$ cat src/rtl/core/kthf_pkg.sv
// ---------------------------------------------------------------------------
// kthf_pkg
// Types, constants and fixed-point helpers of the tilt/heading Kalman filter.
// ---------------------------------------------------------------------------
package kthf_pkg;

  localparam int CORDIC_STEPS_DEF = 16;
  localparam int ATAN_IDX_W       = 5;
  localparam int DIV_W            = 48;
  localparam int DIV_CNT_W        = 6;

  localparam logic signed [31:0] HALF_PI_Q  = 32'sd102944;
  localparam logic signed [31:0] K_TILT     = 32'sd3756841;
  localparam logic signed [31:0] K_HEAD     = -32'sd3754951;
  localparam logic signed [47:0] DEG270     = 48'sd17694720;
  localparam logic signed [47:0] DEG360     = 48'sd23592960;
  localparam logic signed [47:0] GYRO_SCALE = 48'sd500;
  localparam logic [31:0]        DT_ROUND   = 32'd500;
  // floor(n / 1000) for n below 2^27 is (n * DT_RECIP) >> DT_SHIFT
  localparam logic [31:0]        DT_RECIP   = 32'd137438954;
  localparam int                 DT_SHIFT   = 37;
  localparam logic signed [16:0] MAG_Z_OFS  = 17'sd127;
  localparam logic signed [16:0] MAG_X_OFS  = 17'sd102;

  typedef enum logic [1:0] {
    REG_PERIOD  = 2'd0,
    REG_ANGLE_N = 2'd1,
    REG_BIAS_N  = 2'd2,
    REG_MEAS_N  = 2'd3
  } reg_idx_t;

  typedef enum logic [4:0] {
    S_IDLE, S_PRE, S_MEAS, S_P0, S_P1, S_P2, S_P3, S_P4, S_P5,
    S_K0, S_K1, S_U1, S_U2, S_U3, S_U4, S_U5, S_U6, S_U7, S_DONE
  } state_t;

  typedef struct packed {
    logic              kind;
    logic              tilt_axis;
    logic signed [15:0] gyro_rate;
    logic signed [15:0] acc_first;
    logic signed [15:0] acc_second;
    logic signed [15:0] mag_x;
    logic signed [15:0] mag_z;
  } in_t;

  typedef struct packed {
    logic [1:0]         axis_id;
    logic signed [31:0] filtered_angle;
    logic signed [31:0] measured_angle;
  } out_t;

  function automatic logic signed [31:0] sat32(input logic signed [47:0] v);
    if (v > 48'sd2147483647) begin
      return 32'sh7FFFFFFF;
    end else if (v < -48'sd2147483648) begin
      return 32'sh80000000;
    end
    return v[31:0];
  endfunction

  // Round to nearest (add half, floor) and drop 16 fraction bits
  function automatic logic signed [31:0] qround(input logic signed [63:0] p);
    logic signed [63:0] r;
    r = (p + 64'sd32768) >>> 16;
    return sat32(r[47:0]);
  endfunction

  function automatic logic signed [31:0] gain_fix(input logic [47:0] q, input logic neg);
    logic [31:0] lo;
    lo = q[31:0];
    if (!neg) begin
      if (q > 48'd2147483647) begin
        return 32'sh7FFFFFFF;
      end
      return lo;
    end
    if (q > 48'd2147483648) begin
      return 32'sh80000000;
    end
    return -lo;
  endfunction

  function automatic logic signed [31:0] atan_lut(input logic [ATAN_IDX_W-1:0] idx);
    logic signed [31:0] v;
    unique case (idx)
      5'd0:  v = 32'sd51472;
      5'd1:  v = 32'sd30386;
      5'd2:  v = 32'sd16055;
      5'd3:  v = 32'sd8150;
      5'd4:  v = 32'sd4091;
      5'd5:  v = 32'sd2047;
      5'd6:  v = 32'sd1024;
      5'd7:  v = 32'sd512;
      5'd8:  v = 32'sd256;
      5'd9:  v = 32'sd128;
      5'd10: v = 32'sd64;
      5'd11: v = 32'sd32;
      5'd12: v = 32'sd16;
      5'd13: v = 32'sd8;
      5'd14: v = 32'sd4;
      5'd15: v = 32'sd2;
      5'd16: v = 32'sd1;
      default: v = 32'sd0;
    endcase
    return v;
  endfunction

endpackage

$ cat src/rtl/core/kthf_cordic.sv
// ---------------------------------------------------------------------------
// kthf_cordic
// Vectoring CORDIC atan2 in Q16.16 radians, one micro-rotation per cycle.
// ---------------------------------------------------------------------------
module kthf_cordic #(
  parameter int STEPS = kthf_pkg::CORDIC_STEPS_DEF
) (
  input  logic               clk,
  input  logic               rst,
  input  logic               start,
  input  logic signed [16:0] y_in,
  input  logic signed [16:0] x_in,
  output logic               busy,
  output logic signed [31:0] angle
);
  import kthf_pkg::*;

  localparam int CW = 34;
  localparam int IW = $clog2(STEPS);

  logic signed [CW-1:0] x, y, xs0, ys0, xsh, ysh;
  logic signed [31:0]   z, at;
  logic [IW-1:0]        i;

  always_comb begin
    xs0 = CW'(x_in) <<< 14;
    ys0 = CW'(y_in) <<< 14;
    xsh = x >>> i;
    ysh = y >>> i;
    at  = atan_lut(ATAN_IDX_W'(i));
  end

  always_ff @(posedge clk) begin
    if (rst) begin
      busy <= 1'b0;
      i    <= '0;
    end else if (start) begin
      busy <= (x_in != '0) || (y_in != '0);
      i    <= '0;
    end else if (busy) begin
      i <= i + 1'b1;
      if (i == IW'(STEPS - 1)) begin
        busy <= 1'b0;
      end
    end
  end

  always_ff @(posedge clk) begin
    if (start) begin
      // pre-rotate the left half plane by a quarter turn
      if (xs0 < 0) begin
        if (ys0 >= 0) begin
          x <= ys0;
          y <= -xs0;
          z <= HALF_PI_Q;
        end else begin
          x <= -ys0;
          y <= xs0;
          z <= -HALF_PI_Q;
        end
      end else begin
        x <= xs0;
        y <= ys0;
        z <= '0;
      end
    end else if (busy) begin
      if (y > 0) begin
        x <= x + ysh;
        y <= y - xsh;
        z <= z + at;
      end else begin
        x <= x - ysh;
        y <= y + xsh;
        z <= z - at;
      end
    end
  end

  assign angle = z;

endmodule

$ cat config.mk
export PLATFORM = sky130hd
export DESIGN_NAME = kthf_cordic
export DESIGN_NICKNAME = d
export VERILOG_FILES = /design/src/rtl/core/kthf_pkg.sv /design/src/rtl/core/kthf_cordic.sv
export SDC_FILE = /design/constraint.sdc
export NUM_CORES = 1
export LEC_CHECK = 0
export BUFFER_PORTS_ARGS = -buffer_cell sky130_fd_sc_hd__buf_2
export CORE_MARGIN = 3
export CORE_UTILIZATION = 30
export DETAILED_ROUTE_END_ITERATION = 8
export HOLD_SLACK_MARGIN = 0.03
export PLACE_DENSITY = 0.43
export SYNTH_ARGS = -nofsm -noshare
export SYNTH_HDL_FRONTEND = slang
export SYNTH_SLANG_ARGS = --single-unit
$ cat constraint.sdc
create_clock -name clk -period 19.2 [get_ports clk]
set_input_delay 0.96 -clock clk [delete_from_list [all_inputs] [get_ports clk]]
set_output_delay 0.96 -clock clk [all_outputs]
set_load 0.01 [all_outputs]
Word level (Yosys, flattened, before mapping)
Memories as Yosys holds them, arrays and structs flattened. A register that Yosys moved wholly into a read port is not among the register bits.
Cells that the tools add are included.
- add/sub/neg operators: 9
- multiply operators: 0
- div/mod/pow operators: 0
- $lt $le $gt $ge: 3
- eq/ne operators: 1
- shift operators: 2
- muxes and demuxes: 20
- bitwise gates (word level): 0
- reduce and logical (&&, ||, !) cells: 5
- operator list (kind ; number):
    $mux 34 ; 10
    $mux 32 ; 5
    $add 34x34->34 ; 2
    $neg 31->34 ; 2
    $sshr 34x4->34 ; 2
    $sub 34x34->34 ; 2
    $gt 34x1->1 const B ; 1
    $reduce_bool 17->1 ; 2
    $add 32x32->32 ; 1
    $sub 32x32->32 ; 1
    $ge 31x1->1 const B ; 1
    $lt 31x1->1 const B ; 1
    $mux 4 ; 2
    $add 4x1->4 const B ; 1
    $eq 4x4->1 const B ; 1
    $mux 1 ; 3
    $reduce_bool 2->1 ; 1
    $reduce_or 2->1 ; 1
    $logic_or 1x1->1 ; 1
- bits in registers: 105
- bits in latches: 0
- memory bits (writable): 0
- memory bits (read-only): 256
- output and inout port bits: 33
- word-level logic and storage cells: 46
- memories kept: 1
- memory list (memory ; words ; bits a word ; read ports ; clocked after memory_dff ; wr ports ; line ; source):
    (no name shown) ; 16 ; 16 ; 1 ; 1 ; 0 ; kthf_pkg.sv:86 ; unique case (idx)

Depth between registers and ports, before layout
- word-level depth: 5
- gate-level depth with buffers: 30
- mapped depth without buffers: 24

Worst setup path after synthesis
OpenSTA, ideal clock, no wires.
- path kind: register to register
- from: register i[1]
- to: register x[33], data pin
- library setup time: 266 ps
- data arrival time: 5830 ps
- slack: 13104 ps
- stages on the path, launching flop included: 28
- period minus slack after synthesis: 6096 ps
- cell sequence: dfxtp_1 -> buf_2 -> buf_2 -> buf_2 -> buf_2 -> buf_1 -> clkbuf_1 -> clkbuf_1 -> buf_2 -> mux2i_1 -> o21ai_0 -> ha_1 -> nor2b_1 -> nand2b_1 -> o21ai_0 -> xnor2_1 -> ha_1 -> a211oi_1 -> o22ai_1 -> o41a_1 -> a31oi_1 -> o31ai_1 -> a41oi_1 -> o21ai_0 -> a21o_1 -> a221oi_1 -> xnor2_1 -> nor2_1
- longest elaborated chain between the ends: 5
- elaborated cells between the ends (all ways): 6
- ends and longest elaborated chain (item ; line ; source):
    start: declaration ; kthf_cordic.sv:23 ; logic [IW-1:0] i;
    start signal: assignment ; kthf_cordic.sv:41 ; i <= i + 1'b1;
    $sshr 34x4->34 (*) ; kthf_cordic.sv:29 ; ysh = y >>> i;
    $sub 34x34->34 or $add 34x34->34 (tied branches) ; kthf_cordic.sv:72, kthf_cordic.sv:68 ;
    $mux 34 (*) ; kthf_cordic.sv:67 ; if (y > 0) begin
    $mux 34 (*) ; kthf_cordic.sv:66 ; end else if (busy) begin
    $mux 34 (*) ; kthf_cordic.sv:49 ; if (start) begin
    end signal: assignment ; kthf_cordic.sv:53 ; x <= ys0;
    end signal: assignment ; kthf_cordic.sv:68 ; x <= x + ysh;
    end signal: assignment ; kthf_cordic.sv:72 ; x <= x - ysh;
    end: declaration ; kthf_cordic.sv:21 ; logic signed [CW-1:0] x, y, xs0, ys0, xsh, ysh;
Every way passes the cells marked *; elsewhere a longest branch is shown, timed or not. The select of a mux whose other input is x is not followed.
A chain may end at the register's enable or synchronous reset.

Final worst setup path
- from: register i[0]
- to: register x[33], data pin
Same word-level chain as after synthesis.

==> results.sh <==
export IMPL_numClockSinks=121
export IMPL_status="complete, no violations"
export IMPL_tns_ps=0
export IMPL_hold_buffers=0
export IMPL_seq_area_frac_synth_pct=21.8
export IMPL_dieArea_um2=55200
export IMPL_dpl_worst_slack_ps=12170
export IMPL_final_cell_mix="o21ai_0 (190), nand2_1 (181), nor2_1 (167)"
export IMPL_diodes=0
export IMPL_synth_top_family_by_area="compound AO/OA/AOI/OAI gates"
export IMPL_post_synth_top_area_cell="edfxtp_1"
export IMPL_drt_wl_total_mm=54.6
export IMPL_gp_congestion=0.862
export IMPL_fillers=5395
export IMPL_cp_start_kind="flip-flop"
export IMPL_dp_hpwl_mm=41.0
export IMPL_nets=2070
export IMPL_relSlewSlack_pct=35.0
export IMPL_hp_class="reg2reg"
export IMPL_fin_ws_ps=12010
export IMPL_die_w_um=235
export IMPL_worst_pin_slew_ps=963
export IMPL_tritoncts="done"
export IMPL_grt_max_degree=86
export IMPL_areaGrowthSynthToFinish_pct=9.21
export IMPL_syn_num_nets=2062
export IMPL_clkTransAtPathRegs_ps=70
export IMPL_grt_overflow_total=0
export IMPL_synth_mux_area_share_pct=12.8
export IMPL_cts_setup_buffers=0
export IMPL_syn_avg_cell_area_um2=8.24
export IMPL_clk_path_buf_depth=2
export IMPL_async_flop_share_pct=0
export IMPL_synthXorXnorAreaFrac_pct=10.2
export IMPL_drv_slew=0
export IMPL_required_ps=19400
export IMPL_crit_fanout=62
export IMPL_antenna_found_initial=2
export IMPL_first_pass_iters=7
export IMPL_initialDrtViolationCount=1237
export IMPL_fp_dieH_um=235
export IMPL_synthFlopType="edfxtp_1"
export IMPL_cts_root_buf="clkbuf_16"
export IMPL_antenna_left=0
export IMPL_synth_compound_area_share_pct=23.8
export IMPL_rsz0062_at_grt="false"
export IMPL_setup_viol=0
export IMPL_routed_via_density=5.65
export IMPL_grt_first_pass_wirelength_mm=84.4
export IMPL_synth_cell_type_count=86
export IMPL_fin_crit_sh_pct=37.5
export IMPL_grt_pass1_vias=14200
export IMPL_port_buffers=69
export IMPL_hold_violations=0
export IMPL_cts_resized=0
export IMPL_ioPinCount=70
export IMPL_cp_arrival_ps=7390
export IMPL_yosysWarnings=0
export IMPL_max_freq_mhz=139
export IMPL_period_minus_slack_ps=7190
export IMPL_yosys_area_share_adder_pct=9.29
export IMPL_htreeDepth=4
export IMPL_core_um2=51600
export IMPL_place_area_um2=16600
export IMPL_endpoint_kind="flip-flop"
export IMPL_cts_buffers=17
export IMPL_rows=83
export IMPL_synthSimpleGateAreaFrac_pct=18.0
export IMPL_start_util_pct=30.5
export IMPL_skew_ps=14.3
export IMPL_layout_drive_gt1_share_pct=11.8
export IMPL_wire_per_inst_um=20.9
export IMPL_clkLatencyLatePin_ps=490
export IMPL_drcViolationCount=0
export IMPL_syn_inst=1910
export IMPL_grt_use_total_pct=19.4
export IMPL_final_util_pct=33.3
export IMPL_synth_top_area_share_pct=19.1
export IMPL_ys_seq_elements=121
export IMPL_synth_top_cells_by_area="edfxtp_1 (19%), ha_1 (8.9%), o21ai_0 (6.0%)"
export IMPL_crit_type="reg2reg"
export IMPL_layout_commonest_cell="o21ai_0"
export IMPL_synth_cell_area_um2=15700
export IMPL_fin_area_um2=17200
export IMPL_drv_cap=0
export IMPL_synth_enable_flop_cells=100
export IMPL_vias=14700
## cell usage after synthesis, types with 7 or more instances
library cell / number
xor2_1: 78
or4_1: 7
o31ai_1: 20
o211ai_1: 35
ha_1: 112
clkbuf_1: 55
buf_1: 14
inv_1: 39
o22ai_1: 15
nand3_1: 39
buf_6: 9
nand2b_1: 30
mux2i_1: 74
and2_1: 12
nor3_1: 39
a21oi_1: 139
nor2_1: 168
buf_2: 17
nand4_1: 20
o21bai_1: 13
xnor2_1: 106
or2_2: 12
mux2_2: 43
or3_1: 12
dfxtp_1: 21
and3_1: 17
edfxtp_1: 100
nor2b_1: 18
nand2_1: 181
mux4_2: 27
nor4_1: 19
o21a_1: 15
a21o_1: 58
o21ai_0: 190
a31oi_1: 23
a211oi_1: 20
## flip-flops by register name, indices dropped and copies added (netlist names)
register	count
angle	32
at	16
busy	1
i	4
x	34
y	34
## worst paths after layout
| path | slack [ps] | cells after the start | startpoint | to |
|---|---|---|---|---|
| setup / recovery | 12010 | 23 | i[0]$_SDFFE_PP0P_ | x[33]$_DFFE_PP_ |
| hold / removal | 640 | 2 | busy$_SDFF_PP0_ | busy$_SDFF_PP0_ |
| setup reg to reg | 12010 | 23 | i[0]$_SDFFE_PP0P_ | x[33]$_DFFE_PP_ |
| hold reg to reg | 640 | 2 | busy$_SDFF_PP0_ | busy$_SDFF_PP0_ |
## metrics by stage
step	std cells	hold WS, ps
after detailed placement	2579	629
after global placement	2579	629
after global routing	2611	691
final	2611	639
after CTS	2611	638
after floorplan	1910	615
## layout make-up
cell class	count	area [um2]	area share, %
Tap cell	680	851	4.95
Clock inverter	10	77.6	0.452
Clock buffer	22	495	2.88
Sequential cell	121	3440	20.0
Multi-Input combinational cell	1649	11700	68.0
Timing Repair Buffer	88	490	2.86
Inverter	41	154	0.896
## kinds of logic after synthesis
logic type	after synthesis
muxes	154
buffers and inverters	140
AOI/OAI and AO/OA	601
and+or+nand+nor	595
adders and majority gates	115
xor gates and xnor gates	184
DFF	121
## layer usage
layer | global-route usage (%) | up-vias | wire length [um] | share of wire (%)
li1 | - | 7190 | - | -
met4 | 7.27 | 0 | 1630 | 3.0
met3 | 3.39 | 76 | 2740 | 5.0
met1 | 27.4 | 7115 | 26100 | 48
met5 | 0 | - | 0 | 0
met2 | 29.5 | 360 | 24100 | 44
## critical path, cell delays in order, from the launching register on
cell	delay [ps]
dfxtp_4	740
buf_4	780
mux4_1	700
o22ai_1	220
a31o_2	160
ha_1	160
nor2b_1	270
nand2b_1	190
nor4_1	770
nand2_1	170
nand2_1	120
xor2_1	170
ha_1	310
a21oi_1	180
nor2b_1	60
o21ai_0	150
nand2b_1	90
a221o_1	310
a41oi_1	290
o21ai_0	250
a21o_1	240
a221oi_1	300
xnor2_1	180
nor2_1	60
Power is left out: the tool's default activity adds up to more than one toggle a clock period on the data nets, which glitch-free logic cannot reach.
