==> config.mk <==
export PLATFORM = sky130hd
export DESIGN_NAME = kthf_div
export DESIGN_NICKNAME = d
export VERILOG_FILES = /design/src/rtl/core/kthf_pkg.sv /design/src/rtl/core/kthf_div.sv
export SDC_FILE = /design/constraint.sdc
export NUM_CORES = 1
export LEC_CHECK = 0
export BUFFER_PORTS_ARGS = -buffer_cell sky130_fd_sc_hd__buf_2
export CAP_MARGIN = 5
export CORE_MARGIN = 1.5
export CORE_UTILIZATION = 31
export CTS_CLUSTER_DIAMETER = 50
export DETAILED_ROUTE_END_ITERATION = 16
export PLACE_DENSITY = 0.6
export SYNTH_ARGS = -nofsm -noshare
export SYNTH_HDL_FRONTEND = slang
export SYNTH_SLANG_ARGS = --single-unit
export TNS_END_PERCENT = 30
==> constraint.sdc <==
create_clock -name clk -period 3.9 [get_ports clk]
set_input_delay 0.195 -clock clk [delete_from_list [all_inputs] [get_ports clk]]
set_output_delay 0.195 -clock clk [all_outputs]
set_load 0.02 [all_outputs]
==> src/rtl/core/kthf_pkg.sv <==
// ---------------------------------------------------------------------------
// kthf_pkg
// Types, constants and fixed-point helpers of the tilt/heading Kalman filter.
// ---------------------------------------------------------------------------
package kthf_pkg;

  localparam int CORDIC_STEPS_DEF = 16;
  localparam int ATAN_IDX_W       = 5;
  localparam int DIV_W            = 48;
  localparam int DIV_CNT_W        = 6;

  localparam logic signed [31:0] HALF_PI_Q  = 32'sd102944;
  localparam logic signed [31:0] K_TILT     = 32'sd3756841;
  localparam logic signed [31:0] K_HEAD     = -32'sd3754951;
  localparam logic signed [47:0] DEG270     = 48'sd17694720;
  localparam logic signed [47:0] DEG360     = 48'sd23592960;
  localparam logic signed [47:0] GYRO_SCALE = 48'sd500;
  localparam logic [31:0]        DT_ROUND   = 32'd500;
  // floor(n / 1000) for n below 2^27 is (n * DT_RECIP) >> DT_SHIFT
  localparam logic [31:0]        DT_RECIP   = 32'd137438954;
  localparam int                 DT_SHIFT   = 37;
  localparam logic signed [16:0] MAG_Z_OFS  = 17'sd127;
  localparam logic signed [16:0] MAG_X_OFS  = 17'sd102;

  typedef enum logic [1:0] {
    REG_PERIOD  = 2'd0,
    REG_ANGLE_N = 2'd1,
    REG_BIAS_N  = 2'd2,
    REG_MEAS_N  = 2'd3
  } reg_idx_t;

  typedef enum logic [4:0] {
    S_IDLE, S_PRE, S_MEAS, S_P0, S_P1, S_P2, S_P3, S_P4, S_P5,
    S_K0, S_K1, S_U1, S_U2, S_U3, S_U4, S_U5, S_U6, S_U7, S_DONE
  } state_t;

  typedef struct packed {
    logic              kind;
    logic              tilt_axis;
    logic signed [15:0] gyro_rate;
    logic signed [15:0] acc_first;
    logic signed [15:0] acc_second;
    logic signed [15:0] mag_x;
    logic signed [15:0] mag_z;
  } in_t;

  typedef struct packed {
    logic [1:0]         axis_id;
    logic signed [31:0] filtered_angle;
    logic signed [31:0] measured_angle;
  } out_t;

  function automatic logic signed [31:0] sat32(input logic signed [47:0] v);
    if (v > 48'sd2147483647) begin
      return 32'sh7FFFFFFF;
    end else if (v < -48'sd2147483648) begin
      return 32'sh80000000;
    end
    return v[31:0];
  endfunction

  // Round to nearest (add half, floor) and drop 16 fraction bits
  function automatic logic signed [31:0] qround(input logic signed [63:0] p);
    logic signed [63:0] r;
    r = (p + 64'sd32768) >>> 16;
    return sat32(r[47:0]);
  endfunction

  function automatic logic signed [31:0] gain_fix(input logic [47:0] q, input logic neg);
    logic [31:0] lo;
    lo = q[31:0];
    if (!neg) begin
      if (q > 48'd2147483647) begin
        return 32'sh7FFFFFFF;
      end
      return lo;
    end
    if (q > 48'd2147483648) begin
      return 32'sh80000000;
    end
    return -lo;
  endfunction

  function automatic logic signed [31:0] atan_lut(input logic [ATAN_IDX_W-1:0] idx);
    logic signed [31:0] v;
    unique case (idx)
      5'd0:  v = 32'sd51472;
      5'd1:  v = 32'sd30386;
      5'd2:  v = 32'sd16055;
      5'd3:  v = 32'sd8150;
      5'd4:  v = 32'sd4091;
      5'd5:  v = 32'sd2047;
      5'd6:  v = 32'sd1024;
      5'd7:  v = 32'sd512;
      5'd8:  v = 32'sd256;
      5'd9:  v = 32'sd128;
      5'd10: v = 32'sd64;
      5'd11: v = 32'sd32;
      5'd12: v = 32'sd16;
      5'd13: v = 32'sd8;
      5'd14: v = 32'sd4;
      5'd15: v = 32'sd2;
      5'd16: v = 32'sd1;
      default: v = 32'sd0;
    endcase
    return v;
  endfunction

endpackage

==> src/rtl/core/kthf_div.sv <==
// ---------------------------------------------------------------------------
// kthf_div
// Radix-2 restoring divider, one quotient bit per cycle.
// ---------------------------------------------------------------------------
module kthf_div (
  input  logic                        clk,
  input  logic                        rst,
  input  logic                        start,
  input  logic [kthf_pkg::DIV_W-1:0]  num,
  input  logic [31:0]                 den,
  output logic                        busy,
  output logic [kthf_pkg::DIV_W-1:0]  quo
);
  import kthf_pkg::*;

  logic [32:0]          rem;
  logic [32:0]          rem_sh;
  logic [DIV_W-1:0]     q;
  logic [31:0]          d;
  logic [DIV_CNT_W-1:0] cnt;
  logic                 fits;

  always_comb begin
    rem_sh = {rem[31:0], q[DIV_W-1]};
    fits   = rem_sh >= {1'b0, d};
  end

  always_ff @(posedge clk) begin
    if (rst) begin
      busy <= 1'b0;
      cnt  <= '0;
    end else if (start) begin
      busy <= 1'b1;
      cnt  <= DIV_CNT_W'(DIV_W);
    end else if (busy) begin
      cnt <= cnt - 1'b1;
      if (cnt == DIV_CNT_W'(1)) begin
        busy <= 1'b0;
      end
    end
  end

  always_ff @(posedge clk) begin
    if (start) begin
      q   <= num;
      d   <= den;
      rem <= '0;
    end else if (busy) begin
      rem <= fits ? rem_sh - {1'b0, d} : rem_sh;
      q   <= {q[DIV_W-2:0], fits};
    end
  end

  assign quo = q;

endmodule

[After elaboration in Yosys (flattened, before gate mapping)]
Index checks and enable logic that the tools add are counted.
Cells by class
  magnitude comparators: 1
  $add $sub $neg: 2
  reductions and logical operators: 2
  mux-type cells: 8
  equality and inequality tests: 1
Operator list (number)
  $mux W48: 2
  $ge A33 B32 Y1: 1
  $mux W32: 1
  $sub A32 B32 Y32: 1
  $mux W6: 2
  $eq A6 B1 Y1 const B: 1
  $sub A6 B1 Y6 const B: 1
  $mux W1: 3
  $reduce_bool A2 Y1: 1
  $reduce_or A2 Y1: 1
Word-level totals
  output and inout bits: 49
  register bits: 119
  word-level logic and storage cells: 20
  input bits: 83

[Logic depth before layout (Yosys ltp)]
Gate-level depths: netlist of run 1.
  depth after elaboration: 4
  depth in mapped cells: 14
  depth with buffers taken out: 12

[Least setup slack after synthesis of run 1]
No wires, ideal clock.
  path type: register -> register
  from: reg q[47], in the netlist quo[47]
  to: reg rem[28]
  data required time: 3.809 ns
  buffers on the path: 0
  setup time: 0.091 ns
  path slack: 0.928 ns
  arrival: 2.881 ns
  clock period less this slack: 2.972 ns
  cell stages (with the launch flop): 13
  cells stage by stage: edfxtp_1 > inv_1 > ha_1 > fa_1 > nand2b_1 > a211oi_1 > a2111oi_2 > o31ai_2 > a41oi_1 > a21oi_1 > nor3_1 > a211o_1 > a311oi_1
Between the ends
  word-level cells in the longest chain between the ends: 2
  elaborated cells between the ends (all ways): 3
  those cells by class: add/sub: 1; order compare: 1; mux: 1
RTL lines
  start: declaration: RTL line kthf_div.sv:18  | logic [DIV_W-1:0] q;
  start signal: assignment: RTL line kthf_div.sv:45  | q <= num;
  start signal: assignment: RTL line kthf_div.sv:50  | q <= {q[DIV_W-2:0], fits};
  $sub A32 B32 Y32 / $ge A33 B32 Y1 (equally long branches): RTL line kthf_div.sv:49, kthf_div.sv:25
  $mux W32 *: RTL line kthf_div.sv:49  | rem <= fits ? rem_sh - {1'b0, d} : rem_sh;
  end signal: assignment: RTL line kthf_div.sv:49
  end: declaration: RTL line kthf_div.sv:16  | logic [32:0] rem;
Every way passes the cells marked *; elsewhere a longest branch is shown, timed or not.
A chain may end at the register's enable or synchronous reset.

[Worst setup path after layout of run 1]
Ends and elaborated chain as after synthesis.

==> results of run 1 <==
-- synth_stat cells (6+ instances only) --
cell	instances
edfxtp_1	80
inv_1	49
mux2_2	48
nor2_1	48
nand2_1	42
dfxtp_1	39
a21oi_1	38
ha_1	34
clkbuf_1	23
mux2i_1	18
xnor2_1	18
o21ai_1	17
a211oi_1	16
o21ai_0	16
xor2_1	15
nor3_1	13
nand3_1	12
a311oi_1	8
a21o_1	7
a31oi_1	7
nand2b_1	6
-- state kept, by name (all words and copies together) (netlist names) --
| signal | count |
|---|---|
| rem | 32 |
| cnt | 6 |
| busy | 1 |
| quo | 48 |
| d | 32 |
-- cells by family (layout without fill, tap and decap cells) --
logic type / Yosys count / in the layout
AO/OA/AOI/OAI: 140 / 140
XOR/XNOR: 33 / 33
adder cells (fa/ha/maj): 35 / 35
buffers and inverters: 79 / 250
flip-flops: 119 / 119
multiplexers: 67 / 67
other: 0 / 1
AND/OR/NAND/NOR: 144 / 144
-- area by class of cell --
cell class | instances | area (sq um)
Sequential cell | 119 | 3180
Tap cell | 270 | 338
Fill cell | 1982 | 12100
Inverter | 49 | 184
Clock inverter | 14 | 189
Timing Repair Buffer | 170 | 1030
Multi-Input combinational cell | 419 | 3040
Antenna cell | 1 | 2.50
Clock buffer | 17 | 425
-- power by group through the flow --
stage | registers, mW | logic (mW) | clock network, mW
after floorplan | 1.63 | 0.537 | 0
after global placement | 1.57 | 0.827 | 0
after detailed placement | 1.57 | 0.829 | 0
after CTS | 1.55 | 0.857 | 1.70
after global routing | 1.56 | 0.943 | 1.75
final | 1.55 | 0.851 | 1.65
-- path summary, 6_finish.rpt --
path                            startpoint       to  slack (ps)
worst max register to register     quo[47]  rem[28]         580
worst min register to register      rem[9]   rem[9]         470
worst min-delay path                   rst     busy          40
worst max-delay path               quo[47]  rem[28]         580
-- what timing repair did --
item	4_1_cts	5_1_grt
resized for setup	0	0
hold endpoints to repair	32	0
hold buffers	32	0
endpoints found under the setup margin	0	0
-- worst reg2reg max path, stage by stage, from the launching register on --
cell and delay, ps:
edfxtp_1 330, inv_1 50, ha_1 220, fa_1 400
nand2b_1 190, a211oi_1 350, a2111oi_2 120, o31ai_2 500
a41oi_1 230, a21oi_1 220, nor3_1 60, a211o_1 270
a311oi_1 280
-- per-stage QoR --
stage                     setup slack [ps]  hold slack (ps)  instance area, sq um  std cells
final                                  578             42.4                  8400       1059
after global routing                   300             28.4                  8390       1058
after CTS                              565             21.6                  8390       1058
after detailed placement               597              374                  7460        995
after global placement                 710              374                  7460        995
after floorplan                        928              267                  6540        617
-- layer usage --
layer  track usage (%)  share of wire, %  up-vias  wire [microns]
li1                  -                 -     2568               -
met1              18.4                46     2349            7320
met2              25.2                46      158            7330
met3              5.61               7.7       12            1230
met4              5.10               1.1        0             174
met5                 0                 0        -               0
==> flow_summary_export.csv, run 1 <==
group,metric,value,unit
sta,rsz0062_at_grt,"no",
grt,grt_overflow,0,
yosys,synth_cell_types,54,
critical_path,worstPathArrival,3640,ps
yosys,synth_top_area_share,36.7,%
routing,drtPass1Iterations,5,
yosys,synth_fp_nets,735,
power,ir_worst_vdd,0.276,mV
power,finalPower,4.05,mW
layout,drive_above_1_share,28.7,%
grt,grt_pass1_wl,26200,microns
sta,finalCriticalPeriod,3320,ps
clocking,cts-root-buf,"clkbuf_16",
die,num_io_pins,132,
outcome,run_status,"finished, final reports clean",
clocking,clkSinkCount,119,
yosys,synthArstFlopShare,0,%
yosys,synth_top_family_by_area,"compound AO/OA/AOI/OAI gates",
yosys,syn_area_per_cell,10.6,sq um
clocking,post-cts-setup-buffers,0,
yosys,synth-compound-area-share,14.0,%
die,die_area,22000,sq um
layout,final_cell_mix,"buf_2 (130), edfxtp_1 (80), nor2_1 (48), inv_1 (48), mux2_2 (48)",
layout,utilization,41.0,%
power,internal_power,2.87,mW
critical_path,cp.depth,12,
critical_path,cp.required,4210,ps
sta,final-hold-violation-count,0,
routing,drc,0,
sta,clock_skew,10.7,ps
critical_path,crit_chain,"inv_1, ha_1, fa_1, nand2b_1, a211oi_1, a2111oi_2, o31ai_2, a41oi_1, a21oi_1, nor3_1, a211o_1, a311oi_1",
yosys,synthAdderAreaFrac,6.81,%
critical_path,setup.worst_path.end_class,"flip-flop",
grt,grt_max_degree,63,
yosys,synth_edf_count,80,
power,leakage,3.43,nW
sta,drv_slew,0,
routing,via_per_inst,4.80,
place,gp_congestion,0.795,
yosys,syn-cell-area,6540,sq um
critical_path,cp-start-kind,"flip-flop",
power,power_density,482,nW/um^2
clocking,clockBufferDepth,2,
die,start_util,31.9,%
die,core,20500,sq um
routing,wl_per_cell,15.2,microns
die,placementRows,52,
critical_path,cp_max_fo,6,
place,portBuffers,131,
yosys,yosys_warnings,0,
critical_path,timing.critical_path.buf_inv,1,
critical_path,ff2ff_path_depth,12,
critical_path,crit_type,"reg2reg",
min_path,worstHoldPathCells,2,
power,switching_share,29.2,%
grt,grt_antenna_before_repair,1,
yosys,syn_inst,617,
routing,vias,5087,
yosys,synth.area.mux_share,11.2,%
sta,setup_violations,0,
critical_path,slowest_delay,500,ps
sta,max_slew_margin,32.2,%
critical_path,path_delay_family,"compound AO/OA/AOI/OAI gates",
yosys,ys_top_cells_by_area,"edfxtp_1 (37%), dfxtp_1 (12%), mux2_2 (8.3%)",
power,combPwrFrac,21.0,%
yosys,yosysSeqAreaShare,48.7,%
clocking,cts_tree,"done",
yosys,synth_top_flop_cell,"edfxtp_1",
clocking,cts_buffers,17,
min_path,min_path_type,"in2reg",
power,p_sw,1.18,mW
yosys,yosys.area.top_type,"edfxtp_1",
routing,finalWirelength,16100,microns
layout,nets,894,
routing,postRouteAntennaNets,0,
yosys,synth-simple-area-share,10.0,%
routing,drt_iter0_markers,243,
die,die_w,148,microns
clocking,ctsHtreeMaxLevel,4,
die,die_height,148,microns
layout,mostFrequentLayoutCell,"buf_2",
layout,areaGrowthSynthToFinish,28.4,%
job,max_cap_violations,0,
clocking,clk_pin_slew_worst_paths,60,ps
yosys,synth_seq_cells,119,
clocking,clk_latency,420,ps
grt,first_global_vias,5300,
sta,worst_slew_pin_slew,1020,ps
yosys,synth_xor_xnor_area_share,4.42,%
sta,fin_crit_sh,85.2,%
power,p_clk_share,40.8,%
place,place_hpwl,11400,microns
sta,tns,0,ps
sta,max_freq,301,MHz
critical_path,critPathSlowestCell,"o31ai_2",
grt,track_usage,15.3,%
power,seqPwrFrac,38.2,%
No activity file was read; power rests on OpenSTA's default activity.
==> run 2, diff against run 1 <==
==> constraint.sdc (replaced) <==
create_clock -name clk -period 3.9 [get_ports clk]
set_input_delay 0.585 -clock clk [delete_from_list [all_inputs] [get_ports clk]]
set_output_delay 0.585 -clock clk [all_outputs]
set_load 0.02 [all_outputs]
==> run 2 against run 1 <==
Total power down 4.3%. Final area down 4.4%. Clock power down 9.7%. Combinational power down 2.8%. Hold slack better by 290 ps. Global-route usage up 0.091 points. Largest power group is now sequential cells.
==> flow_summary_export.csv, run 2 (synthesized netlist as in run 1, its figures left out) <==
group,metric,value,unit
sta,holdWs,333,ps
grt,grt_overflow,0,
clocking,clkSinkCount,119,
place,gp_congestion,0.799,
min_path,worstHoldPathCells,1,
power,ir_worst_vdd,0.293,mV
die,num_io_pins,132,
routing,via_per_inst,4.90,
sta,clock_skew,10.8,ps
place,portBuffers,131,
sta,finalCriticalPeriod,3390,ps
layout,stdcell_count,1030,
critical_path,slowest_delay,500,ps
min_path,hp-start,"den[2]",
die,start_util,31.9,%
grt,grt_pass1_wl,26400,microns
grt,grt_max_degree,49,
power,leakage,3.26,nW
clocking,holdBufCountCts,0,
power,finalPower,3.87,mW
layout,final_cell_mix,"buf_2 (130), edfxtp_1 (80), nor2_1 (48), inv_1 (48), mux2_2 (48)",
sta,worst_slew_pin_slew,630,ps
critical_path,r2r_start,"quo[47]",
outcome,run_status,"finished, final reports clean",
layout,n_fill_cell,2073,
grt,track_usage,15.4,%
layout,largest_reg_flops,48,
clocking,clockBufferDepth,2,
routing,drtPass1Iterations,4,
critical_path,cp-start-kind,"flip-flop",
place,dp.cells,997,
clocking,cts_buffers,17,
clocking,post-cts-setup-buffers,0,
routing,drc,0,
critical_path,crit_chain,"inv_1, ha_1, fa_1, nand2b_1, a211oi_1, a2111oi_2, o31ai_2, a41oi_1, a21oi_1, nor3_1, a211o_1, a311oi_1",
power,power_density,482,nW/um^2
critical_path,critPathSlowestCell,"o31ai_2",
sta,final-hold-violation-count,0,
layout,areaGrowthSynthToFinish,22.8,%
critical_path,crit_type,"reg2reg",
routing,wl_per_cell,15.7,microns
min_path,holdPathEnd,"d[2]",
clocking,cts-resized-gates,0,
grt,grt_antenna_before_repair,1,
critical_path,cp_max_fo,6,
layout,nets,864,
layout,mostFrequentLayoutCell,"buf_2",
sta,max_slew_margin,57.8,%
routing,drt_iter0_markers,294,
sta,drv_slew,0,
layout,seq_area,3180,sq um
die,die_height,148,microns
sta,tns,0,ps
die,core,20500,sq um
layout,drive_above_1_share,29.8,%
critical_path,cp.required,4230,ps
critical_path,r2r_end,"rem[28]",
critical_path,setup.worst_path.end_class,"flip-flop",
grt,first_global_vias,5311,
layout,utilization,39.2,%
die,die_area,22000,sq um
critical_path,r2r_setup_slack,510,ps
die,die_w,148,microns
layout,multi_input_comb_area,3040,sq um
place,place_hpwl,11500,microns
job,max_cap_violations,0,
clocking,ctsHtreeMaxLevel,4,
die,placementRows,52,
sta,fin_crit_sh,86.9,%
clocking,cts_tree,"done",
clocking,clk_pin_slew_worst_paths,60,ps
clocking,clk_latency,420,ps
sta,rsz0062_at_grt,"no",
routing,vias,5051,
routing,postRouteAntennaNets,0,
clocking,cts-root-buf,"clkbuf_16",
critical_path,worstPathArrival,3720,ps
sta,setup_violations,0,
sta,max_freq,295,MHz
critical_path,ff2ff_path_depth,12,
routing,finalWirelength,16100,microns
min_path,min_path_type,"in2reg",
[run 2: cell types whose count changed in the layout (fill, tap and decap cells not counted)]
cell	delta
inv_8	-1
dlygate4sd3_1	-32
clkbuf_1	+1
inv_6	-1
bufinv_16	-2
clkinv_4	-3
clkinvlp_4	+4
clkinv_2	+1
clkinv_1	+2
buf_4	+2
[run 2: worst max-delay path: cells and delay by family, from the launching register on]
family | cells | cell delay [ps]
AOI/OAI and AO/OA | 7 | 1990
adders and majority gates | 2 | 630
DFF | 1 | 340
and+or+nand+nor | 2 | 280
buffers and inverters | 1 | 60
[run 2: worst max-delay path by stage]
stage,slack (ps),from,end
global placement,730,quo[47],rem[28]
CTS,570,quo[47],rem[28]
finish,510,quo[47],rem[28]
global route,320,quo[47],rem[28]
detailed placement,560,quo[47],rem[28]
floorplan,930,quo[47],rem[28]
[run 2: report_power, final]
part	switching [mW]	leakage, nW	internal, mW
combinational	0.483	1.89	0.344
sequential	0.0700	1.12	1.48
clock	0.616	0.259	0.878
total	1.17	3.26	2.70
[run 2: layer usage]
metal / GRT usage [%] / part of all wire (%) / vias up
li1: - / - / 2508
met1: 18.4 / 44 / 2357
met2: 25.0 / 45 / 157
met3: 6.17 / 7.9 / 27
met4: 5.35 / 2.2 / 2
met5: 0 / 0.099 / -
[run 2: area by class of cell]
type                       count  area share [%]
sequential                   119            39.6
clock buffer                  18            5.34
clock inverter                14            1.56
timing repair buffer         140            9.04
inverter                      49            2.29
multi-input combinational    419            37.9
antenna                        1          0.0312
tap                          270            4.21
[run 2: stage by stage]
stage | instance area [sq um] | setup WS (ps)
final | 8030 | 509
after global routing | 8030 | 321
after CTS | 8030 | 570
after detailed placement | 7470 | 562
after global placement | 7470 | 727
after floorplan | 6540 | 928
